File: config.mk
export PLATFORM = sky130hd
export DESIGN_NAME = block_framer_with_ack_retry
export DESIGN_NICKNAME = d
export VERILOG_FILES = /design/src/hdl/bfar_pkg.sv /design/src/hdl/block_framer_with_ack_retry.sv
export SDC_FILE = /design/constraint.sdc
export NUM_CORES = 1
export LEC_CHECK = 0
export BUFFER_PORTS_ARGS = -buffer_cell sky130_fd_sc_hd__buf_2
export CORE_ASPECT_RATIO = 1.2
export CORE_MARGIN = 5
export CORE_UTILIZATION = 34
export CTS_BUF_LIST = sky130_fd_sc_hd__clkbuf_8 sky130_fd_sc_hd__clkbuf_16
export CTS_CLUSTER_DIAMETER = 50
export DETAILED_ROUTE_END_ITERATION = 10
export PLACE_DENSITY = 0.49
export SETUP_SLACK_MARGIN = 0.3
export SYNTH_ARGS = -nofsm -noshare
export SYNTH_HDL_FRONTEND = slang
export SYNTH_SLANG_ARGS = --single-unit
File: constraint.sdc
create_clock -name clk_i -period 6.1 [get_ports clk_i]
set_clock_uncertainty 0.2 [all_clocks]
set_input_delay 0.305 -clock clk_i [delete_from_list [all_inputs] [get_ports clk_i]]
set_output_delay 0.305 -clock clk_i [all_outputs]
set_load 0.03 [all_outputs]
File: src/hdl/bfar_pkg.sv
// bfar_pkg: types and constants for the block framer with acknowledge and retry
// holds the input and result beat structs, the phase enum and the protocol characters
// no dependencies
`timescale 1ns / 1ps

package bfar_pkg;

  // input beat codes
  localparam logic [1:0] MODE_DATA  = 2'd0;
  localparam logic [1:0] MODE_SLOT  = 2'd1;
  localparam logic [1:0] MODE_REPLY = 2'd2;

  // result kinds
  localparam logic KIND_BYTE   = 1'b0;
  localparam logic KIND_REPORT = 1'b1;

  // block outcomes
  localparam logic [1:0] OUT_ACCEPTED  = 2'd0;
  localparam logic [1:0] OUT_CANCELLED = 2'd1;
  localparam logic [1:0] OUT_ESCAPED   = 2'd2;
  localparam logic [1:0] OUT_EXHAUSTED = 2'd3;

  // line characters
  localparam logic [7:0] CH_STX     = 8'h02;
  localparam logic [7:0] CH_ETX     = 8'h03;
  localparam logic [7:0] CH_ACK     = 8'h06;
  localparam logic [7:0] CH_CAN     = 8'h18;
  localparam logic [7:0] CH_ESC     = 8'h1b;
  localparam logic [7:0] CH_LF      = 8'h0a;
  localparam logic [7:0] CH_CR      = 8'h0d;
  localparam logic [7:0] REPLY_MASK = 8'h7f;

  // configuration register indexes
  localparam logic CFG_BINARY_MODE = 1'b0;
  localparam logic CFG_RETRY_LIMIT = 1'b1;

  localparam logic [3:0] RETRY_LIMIT_RESET = 4'd3;
  localparam logic [3:0] TRIES_MAX         = 4'd15;

  typedef enum logic [1:0] {
    PH_LOADING  = 2'd0,
    PH_SENDING  = 2'd1,
    PH_AWAITING = 2'd2
  } phase_e;

  typedef struct packed {
    logic [1:0] mode;
    logic [7:0] data_byte;
    logic       end_of_block;
  } in_item_t;

  typedef struct packed {
    logic       kind;
    logic [7:0] tx_byte;
    logic [1:0] outcome;
  } out_item_t;

endpackage

File: src/hdl/block_framer_with_ack_retry.sv
// block_framer_with_ack_retry: stop-and-wait block sender with xor checksum and retry
// buffers one block, frames it on transmit slots and resolves it on the reply byte
// depends on bfar_pkg
`timescale 1ns / 1ps

// Takes one input beat a cycle unless the output stalls. Data beats fill a block buffer
// of BLOCK_SIZE bytes (newline becomes carriage return unless binary_mode is set); the
// block closes on end_of_block or when full. Each transmit slot beat then yields one
// frame byte (STX, count high, count low, data, ETX, xor checksum), and a reply beat
// yields an outcome report or restarts the frame, up to retry_limit transmissions. Beats
// that arrive in the wrong phase, and mode 3, are taken and dropped. A result is
// registered when its beat is accepted; the buffer has one write and one registered read
// port, and each beat uses at most one of them, which keeps the rate at one beat a cycle.
// No clearing pass is needed after reset. Write configuration only while the block is idle.
module block_framer_with_ack_retry
  import bfar_pkg::*;
#(
  parameter int BLOCK_SIZE = 64
) (
  input  logic      clk_i,
  input  logic      rst_ni,
  input  logic      cfg_we_i,
  input  logic      cfg_idx_i,
  input  logic [3:0] cfg_data_i,
  input  logic      in_valid_i,
  output logic      in_ready_o,
  input  in_item_t  in_item_i,
  output logic      out_valid_o,
  input  logic      out_ready_i,
  output out_item_t out_item_o
);

  localparam int CNT_W  = $clog2(BLOCK_SIZE + 1);
  localparam int POS_W  = $clog2(BLOCK_SIZE + 5);
  localparam int ADDR_W = (BLOCK_SIZE > 1) ? $clog2(BLOCK_SIZE) : 1;

  // configuration
  logic       binary_mode_q;
  logic [3:0] retry_limit_q;

  // block state
  phase_e             phase_q, phase_d;
  logic [CNT_W-1:0]   fill_q, fill_d;
  logic [7:0]         xor_q, xor_d;
  logic [POS_W-1:0]   pos_q, pos_d;
  logic [3:0]         tries_q, tries_d;

  // block buffer
  logic [7:0]        mem [BLOCK_SIZE];
  logic [7:0]        mem_rd_q;
  logic              wr_en, rd_en;
  logic [7:0]        wr_byte;
  logic [ADDR_W-1:0] rd_addr;

  // result register
  logic       out_valid_q, out_valid_d;
  logic       kind_q;
  logic [7:0] tx_q;
  logic [1:0] outcome_q;
  logic       sel_mem_q;

  // result of the current beat
  logic       res_valid;
  logic       res_kind;
  logic [7:0] res_tx;
  logic [1:0] res_outcome;
  logic       res_sel_mem;

  logic             accept;
  logic [POS_W-1:0] fill_pos;
  logic [POS_W-1:0] data_idx;
  logic [15:0]      fill_wide;
  logic [7:0]       reply;

  assign in_ready_o = !out_valid_q || out_ready_i;
  assign accept     = in_valid_i && in_ready_o;
  assign fill_pos   = POS_W'(fill_q);
  assign data_idx   = pos_q - POS_W'(3);
  assign rd_addr    = data_idx[ADDR_W-1:0];
  assign fill_wide  = 16'(fill_q);
  assign reply      = in_item_i.data_byte & REPLY_MASK;

  // configuration writes
  always_ff @(posedge clk_i or negedge rst_ni) begin
    if (!rst_ni) begin
      binary_mode_q <= 1'b0;
      retry_limit_q <= RETRY_LIMIT_RESET;
    end else if (cfg_we_i) begin
      case (cfg_idx_i)
        CFG_BINARY_MODE: binary_mode_q <= cfg_data_i[0];
        CFG_RETRY_LIMIT: retry_limit_q <= cfg_data_i;
        default: ;
      endcase
    end
  end

  // next state of the block
  always_comb begin
    phase_d = phase_q;
    fill_d  = fill_q;
    xor_d   = xor_q;
    pos_d   = pos_q;
    tries_d = tries_q;
    wr_en   = 1'b0;
    wr_byte = in_item_i.data_byte;
    if (!binary_mode_q && in_item_i.data_byte == CH_LF) begin
      wr_byte = CH_CR;
    end
    if (accept) begin
      case (in_item_i.mode)
        MODE_DATA: begin
          if (phase_q == PH_LOADING) begin
            if (fill_q < CNT_W'(BLOCK_SIZE)) begin
              wr_en  = 1'b1;
              xor_d  = xor_q ^ wr_byte;
              fill_d = fill_q + CNT_W'(1);
            end
            if (in_item_i.end_of_block || fill_d >= CNT_W'(BLOCK_SIZE)) begin
              phase_d = PH_SENDING;
              pos_d   = '0;
              tries_d = '0;
            end
          end
        end
        MODE_SLOT: begin
          if (phase_q == PH_SENDING) begin
            if (pos_q >= fill_pos + POS_W'(4)) begin
              phase_d = PH_AWAITING;
              pos_d   = '0;
              if (tries_q < TRIES_MAX) begin
                tries_d = tries_q + 4'd1;
              end
            end else begin
              pos_d = pos_q + POS_W'(1);
            end
          end
        end
        MODE_REPLY: begin
          if (phase_q == PH_AWAITING) begin
            if (reply == CH_ACK || reply == CH_CAN || reply == CH_ESC
                || tries_q >= retry_limit_q) begin
              phase_d = PH_LOADING;
              fill_d  = '0;
              xor_d   = '0;
              pos_d   = '0;
              tries_d = '0;
            end else begin
              phase_d = PH_SENDING;
              pos_d   = '0;
            end
          end
        end
        default: ;
      endcase
    end
  end

  // result of the accepted beat
  always_comb begin
    res_valid   = 1'b0;
    res_kind    = KIND_BYTE;
    res_tx      = '0;
    res_outcome = OUT_ACCEPTED;
    res_sel_mem = 1'b0;
    rd_en       = 1'b0;
    case (in_item_i.mode)
      MODE_SLOT: begin
        if (phase_q == PH_SENDING) begin
          res_valid = 1'b1;
          if (pos_q == POS_W'(0)) begin
            res_tx = CH_STX;
          end else if (pos_q == POS_W'(1)) begin
            res_tx = fill_wide[15:8];
          end else if (pos_q == POS_W'(2)) begin
            res_tx = fill_wide[7:0];
          end else if (pos_q < fill_pos + POS_W'(3)) begin
            res_sel_mem = 1'b1;
            rd_en       = accept;
          end else if (pos_q == fill_pos + POS_W'(3)) begin
            res_tx = CH_ETX;
          end else begin
            res_tx = xor_q;
          end
        end
      end
      MODE_REPLY: begin
        if (phase_q == PH_AWAITING) begin
          res_kind = KIND_REPORT;
          if (reply == CH_ACK) begin
            res_valid   = 1'b1;
            res_outcome = OUT_ACCEPTED;
          end else if (reply == CH_CAN) begin
            res_valid   = 1'b1;
            res_outcome = OUT_CANCELLED;
          end else if (reply == CH_ESC) begin
            res_valid   = 1'b1;
            res_outcome = OUT_ESCAPED;
          end else if (tries_q >= retry_limit_q) begin
            res_valid   = 1'b1;
            res_outcome = OUT_EXHAUSTED;
          end
        end
      end
      default: ;
    endcase
  end

  // output valid: load on a beat, clear when taken
  always_comb begin
    out_valid_d = out_valid_q;
    if (accept) begin
      out_valid_d = res_valid;
    end else if (out_ready_i) begin
      out_valid_d = 1'b0;
    end
  end

  // control registers
  always_ff @(posedge clk_i or negedge rst_ni) begin
    if (!rst_ni) begin
      phase_q     <= PH_LOADING;
      fill_q      <= '0;
      xor_q       <= '0;
      pos_q       <= '0;
      tries_q     <= '0;
      out_valid_q <= 1'b0;
    end else begin
      phase_q     <= phase_d;
      fill_q      <= fill_d;
      xor_q       <= xor_d;
      pos_q       <= pos_d;
      tries_q     <= tries_d;
      out_valid_q <= out_valid_d;
    end
  end

  // result payload
  always_ff @(posedge clk_i) begin
    if (accept && res_valid) begin
      kind_q    <= res_kind;
      tx_q      <= res_tx;
      outcome_q <= res_outcome;
      sel_mem_q <= res_sel_mem;
    end
  end

  // block buffer write port
  always_ff @(posedge clk_i) begin
    if (wr_en) begin
      mem[fill_q[ADDR_W-1:0]] <= wr_byte;
    end
  end

  // block buffer registered read port
  always_ff @(posedge clk_i) begin
    if (rd_en) begin
      mem_rd_q <= mem[rd_addr];
    end
  end

  assign out_valid_o        = out_valid_q;
  assign out_item_o.kind    = kind_q;
  assign out_item_o.tx_byte = sel_mem_q ? mem_rd_q : tx_q;
  assign out_item_o.outcome = outcome_q;

endmodule

==> impl_metrics.json, run 1 <==
{
  "route.detailed.vias_per_inst": 5.10,
  "syn-cell-area_um2": 23200,
  "synth_sequential_area_ratio": 0.724,
  "post_cts_resize_count": 0,
  "grt_antenna_before_repair": 0,
  "n_antenna_cell": 0,
  "path_class": "reg -> reg",
  "cts_tree": "yes",
  "synth_enable_flop_cells": 532,
  "setup.worst_path.start_class": "flip-flop",
  "die_x_um": 249,
  "grt_max_degree": 69,
  "max_slew_margin": 0.241,
  "timing.final.crit_share": 0.708,
  "placeableCoreArea_um2": 68100,
  "floorplan.initialDensity": 0.341,
  "grt.overflow.total": 0,
  "aggregate_routed_wire_length_um": 56300,
  "arrival_ps": 4460,
  "nNetsFinal": 1310,
  "maxSlewViolCount": 0,
  "signed_area_change_from_the_synthesized_netlist_to_the_final_layout_pct": 14.2,
  "synth.distinct_cells": 58,
  "route.detailed.drc": 0,
  "status": "completed",
  "synth.avg_cell_area_um2": 19.6,
  "asyncSetResetFlopFracSynth": 0.0601,
  "grtUsageTotal": 0.152,
  "dpl.hpwl_um": 33900,
  "grt_setup_unrepaired": "no",
  "path_clk_slew_ps": 60,
  "rows": 105,
  "route.antenna.remaining_nets": 0,
  "ff2ff_setup_slack_ps": 1780,
  "clock_sinks": 566,
  "synth_fp_nets": 1238,
  "root_buffer": "clkbuf_16",
  "finalSetupViolations": 0,
  "post_drt_wl_per_cell_um": 25.4,
  "yosys_register_bits": 566,
  "tns_ps": 0,
  "cts-root-to-sink-buffers": 3,
  "maxCapViolCount": 0,
  "report.final.hold_viol_count": 0,
  "post_dp_cell_area_um2": 24500,
  "design_area_um2": 26500,
  "fp.dieArea_um2": 73700,
  "worst_ir_drop_vdd_v": 0.000231,
  "synth_ff_type": "edfxtp_1",
  "drt_pre_antenna_iters": 5,
  "critical_path_required_ps": 6250,
  "io_pins": 34,
  "cellPowerDensity_nw_per_um2": 375,
  "postSynthCellCount": 1187,
  "tightestPinTransition_ps": 1130,
  "worst_hold_path_type": "in -> reg",
  "final_critical_path_time_including_i_o_delays_and_setup_ps": 4320,
  "path_max_fanout": 65,
  "globalplace.congestion": 0.750,
  "die_h_um": 296,
  "drtIter0Drc": 888,
  "max_freq_ghz": 0.232,
  "grt_first_pass_wirelength_um": 83600,
  "static-leakage-power_nw": 8.36,
  "layout-drive-gt1-share": 0.261,
  "worst_skew_pair.late_latency_ps": 610,
  "cts_made_buffers": 58,
  "commonest_cells_after_routing_fill_and_taps_aside": "edfxtp_1, mux4_2, nor2_1",
  "synth-warning-count": 0,
  "number_of_global_route_vias_before_repair": 12000,
  "port_buffers": 33,
  "final_common_cell": "edfxtp_1",
  "worst_setup_path_end_kind": "flip-flop",
  "routed-via-count": 11300,
  "cts_max_level": 2
}
metal layers:
layer | vias up | part of all wire | wire length, um | global-route usage
met5 | - | 0 | 0 | 0
met4 | 0 | 0.024 | 1330 | 0.0408
met3 | 83 | 0.038 | 2140 | 0.0213
met2 | 235 | 0.51 | 28800 | 0.269
met1 | 6036 | 0.43 | 24000 | 0.200
li1 | 4955 | - | - | -
registers in the layout (all words and copies together), names as in the netlist, 2 cells and up:
register       flops
mem              512
mem_rd_q           8
tx_q               8
xor_q              8
fill_pos           7
pos_q              7
retry_limit_q      4
tries_q            4
outcome_q          2
phase_q            2
worst max-delay path, cell delays in order, from the launching register on:
cell     delay [ps]
dfrtp_4         830
inv_1           250
ha_4            810
buf_12          420
mux4_2          390
mux4_2          540
mux2_2          360
nand2_1         100
o21ai_1          60
logic make-up after synthesis:
| group | after synthesis | synth area share |
|---|---|---|
| multiplexers | 191 | 0.170 |
| flip-flops | 566 | 0.724 |
| XOR/XNOR | 27 | 0.0105 |
| AND/OR/NAND/NOR | 229 | 0.0468 |
| buffers and inverters | 79 | 0.0147 |
| adder cells (fa/ha/maj) | 30 | 0.0162 |
| AO/OA/AOI/OAI | 65 | 0.0181 |
cell type report:
class                           count  area, um2
Clock buffer                       59       1480
Clock inverter                     49        378
Fill cell                        6212      41500
Inverter                           14       52.6
Multi-Input combinational cell    542       6120
Sequential cell                   566      16800
Tap cell                          909       1140
Timing Repair Buffer               77        551
per-stage QoR:
step	hold slack [ps]	util	std cells	worst slack, ps	power (mW)
2_1_floorplan	-191	-	1187	2560	6.00
3_3_place_gp	239	0.360	2091	1640	6.60
3_5_place_dp	254	0.360	2091	1630	6.61
4_1_cts	72.2	0.390	2216	1630	10.1
5_1_grt	89.1	0.390	2216	1530	10.4
6_report	106	0.390	2216	1780	9.96
worst paths after layout:
kind / start / end / cells past startpoint
max in group asynchronous: rst_ni / pos_q[0] / 2
min in group asynchronous: rst_ni / out_valid_o / 2
worst max-delay path: pos_q[0] / mem_rd_q[5] / 8
worst max register to register: pos_q[0] / mem_rd_q[5] / 8
worst min-delay path: in_item_i[7] / mem[6][6] / 1
worst min register to register: retry_limit_q[3] / retry_limit_q[3] / 1
report_power, final:
group	total, mW	switching (mW)	internal [mW]
Combinational	2.01	1.02	0.990
Sequential	4.47	0.136	4.33
Clock	3.48	1.51	1.97
cells in the mapped netlist, drive strengths merged (2+ instances only):
master | n | share of area
dfrtp | 32 | 0.034
a21o | 4 | 0.0013
a21oi | 20 | 0.0045
or4 | 4 | 0.0013
dfstp | 2 | 0.0023
o211ai | 2 | 0.00065
nor3b | 3 | 0.00097
nor4 | 4 | 0.0011
or2 | 2 | 0.00054
clkbuf | 34 | 0.0055
nand2b | 13 | 0.0035
mux2i | 9 | 0.0039
nor2b | 6 | 0.0016
ha | 30 | 0.016
nor2 | 97 | 0.016
o221ai | 2 | 0.00075
o31ai | 2 | 0.00065
o21ai | 24 | 0.0052
nand2 | 42 | 0.0068
and2 | 3 | 0.00081
mux2 | 22 | 0.011
buf | 31 | 0.0069
mux4 | 160 | 0.16
nor3 | 6 | 0.0013
xnor2 | 13 | 0.0052
inv | 14 | 0.0023
nand3b | 7 | 0.0023
or3 | 4 | 0.0011
or3b | 2 | 0.00075
nand3 | 19 | 0.0041
a31oi | 2 | 0.0012
nand4 | 10 | 0.0027
and3 | 2 | 0.00054
edfxtp | 532 | 0.69
xor2 | 14 | 0.0053
repair_timing:
item | in CTS | in global routing
setup buffers | 0 | 0
hold endpoints to repair | 40 | 0
setup endpoints to repair | 0 | 0
hold buffers | 17 | 0
(Power assumes the default switching activity.)
==> run 2, diff against run 1 <==
Settings changed: PLACE_DENSITY 0.49 to 0.51.
Clock period 6.1 ns to 3.5 ns, I/O delays scaled along.
==> impl_metrics.json, run 2 (synthesis results as in run 1) <==
{
  "critical_path_required_ps": 3600,
  "largest_reg_flops": 512,
  "placeableCoreArea_um2": 68100,
  "grtUsageMet2": 0.268,
  "cts_max_level": 2,
  "number_of_global_route_vias_before_repair": 12300,
  "worst_setup_path_end_kind": "flip-flop",
  "finalHoldWorstSlack_ps": 41.4,
  "seq_power_share": 0.441,
  "port_buffers": 33,
  "routed-via-count": 11600,
  "cts-root-to-sink-buffers": 3,
  "timing.final.crit_share": 0.885,
  "maxCapViolCount": 0,
  "dpl.hpwl_um": 35400,
  "commonest_cells_after_routing_fill_and_taps_aside": "edfxtp_1, mux4_2, buf_4",
  "drtIter0Drc": 901,
  "standard_cell_with_the_maximum_stage_delay_on_the_critical_path": "or4_1",
  "cts_tree": "yes",
  "finalPower_mw": 17.4,
  "grt_antenna_before_repair": 4,
  "grt_max_degree": 67,
  "dp_cells": 2177,
  "path_max_fanout": 8,
  "worst_path_largest_cell_delay_ps": 800,
  "worst_hold_path_type": "in -> async",
  "worst_ir_drop_vdd_v": 0.000368,
  "power.switching_mw": 4.67,
  "grtUsageTotal": 0.150,
  "drt_pre_antenna_iters": 5,
  "path_common_cell": "or4_1",
  "finalNonFillerCells": 2304,
  "grt_use_met1": 0.196,
  "post_drt_wl_per_cell_um": 24.1,
  "cts_made_buffers": 54,
  "rows": 105,
  "maxSlewViolCount": 0,
  "clock_sinks": 566,
  "setup.worst_path.start_class": "flip-flop",
  "combinationalPowerShare": 0.224,
  "max_freq_ghz": 0.323,
  "die_h_um": 296,
  "ff2ff_setup_slack_ps": 400,
  "arrival_ps": 3190,
  "final_critical_path_time_including_i_o_delays_and_setup_ps": 3100,
  "tightestPinTransition_ps": 1150,
  "path_class": "reg -> reg",
  "p_sw_frac": 0.268,
  "root_buffer": "clkbuf_16",
  "aggregate_routed_wire_length_um": 55600,
  "floorplan.initialDensity": 0.341,
  "report.final.hold_viol_count": 0,
  "fp.dieArea_um2": 73700,
  "io_pins": 34,
  "tns_ps": 0,
  "route.detailed.vias_per_inst": 5.05,
  "route.antenna.remaining_nets": 0,
  "timing.critical_path.cells": "nand2b_1 -> nand2_1 -> or4_1 -> or4_1 -> nor2_1 -> buf_4",
  "die_x_um": 249,
  "static-leakage-power_nw": 8.87,
  "cellPowerDensity_nw_per_um2": 637,
  "worst_skew_pair.late_latency_ps": 600,
  "status": "completed",
  "power.clock.fraction": 0.335,
  "met3_usage": 0.0178,
  "grt_setup_unrepaired": "no",
  "globalplace.congestion": 0.766,
  "finalSetupViolations": 0,
  "grt_first_pass_wirelength_um": 83100,
  "final_common_cell": "edfxtp_1",
  "nNetsFinal": 1400,
  "grt.overflow.total": 0,
  "route.detailed.drc": 0,
  "max_slew_margin": 0.237,
  "grt.busiest_layer": "met2",
  "signed_area_change_from_the_synthesized_netlist_to_the_final_layout_pct": 17.8,
  "layout-drive-gt1-share": 0.313,
  "path_clk_slew_ps": 70,
  "intPower_mw": 12.8
}
run 2: changes by cell type in the layout (fill, tap and decap cells not counted), moves of 2 or more:
cell	delta
buf_6	+2
clkbuf_16	-5
inv_6	-2
clkinv_2	+4
dfrtp_1	-2
dfrtp_2	+2
clkinv_1	-9
buf_12	+9
clkinvlp_4	+3
buf_4	+76
dlygate4sd3_1	+5
run 2: area by class of cell:
| cell class | instances | area (um2) |
|---|---|---|
| clock buffer | 55 | 1370 |
| tap | 909 | 1140 |
| clock inverter | 46 | 418 |
| fill | 6131 | 40700 |
| inverter | 14 | 52.6 |
| sequential | 566 | 16800 |
| timing repair buffer | 171 | 1430 |
| multi-input combinational | 542 | 6130 |
| antenna | 1 | 2.50 |
run 2: worst max-delay path: cells and delay by family, from the launching register on:
| kind | cells | cell delay, ps |
|---|---|---|
| flops | 1 | 370 |
| simple gates | 5 | 2030 |
| buf+inv | 1 | 210 |
run 2: power by group through the flow:
stage | registers, mW | clock network (mW) | logic, mW
2_1_floorplan | 7.79 | 0 | 2.71
3_3_place_gp | 7.84 | 0 | 3.83
3_5_place_dp | 7.84 | 0 | 3.84
4_1_cts | 7.70 | 6.01 | 3.99
5_1_grt | 7.71 | 6.26 | 4.22
6_report | 7.70 | 5.85 | 3.90
run 2: worst paths after layout:
path / start / end / cells past startpoint
worst max register to register: out_valid_o / mem[18][5] / 6
worst max-delay path: out_valid_o / mem[18][5] / 6
min in group clk_i: in_item_i[6] / outcome_q[1] / 5
max in group asynchronous: rst_ni / pos_q[0] / 2
worst min register to register: binary_mode_q / binary_mode_q / 1
worst min-delay path: rst_ni / pos_q[0] / 2
run 2: per-stage QoR:
stage / cell area [um2] / setup WS [ps] / util
6_report: 27400 / 403 / 0.402
5_1_grt: 27400 / 322 / 0.402
4_1_cts: 27300 / 333 / 0.402
3_5_place_dp: 25300 / 246 / 0.371
3_3_place_gp: 25300 / 254 / 0.371
2_1_floorplan: 23300 / 301 / -
run 2: timing repair:
| item | CTS | global route |
|---|---|---|
| gates cloned | 1 | 0 |
| resized for setup | 1 | 6 |
| setup endpoints to repair | 3 | 27 |
| hold buffers | 22 | 0 |
| setup buffers | 1 | 1 |
| pin swaps | 1 | 0 |
| hold endpoints to repair | 116 | 0 |
run 2: metal layers:
metal	share of wire	up-vias
met4	0.023	2
met3	0.039	71
li1	-	5120
met2	0.52	268
met5	0.00022	-
met1	0.42	6171
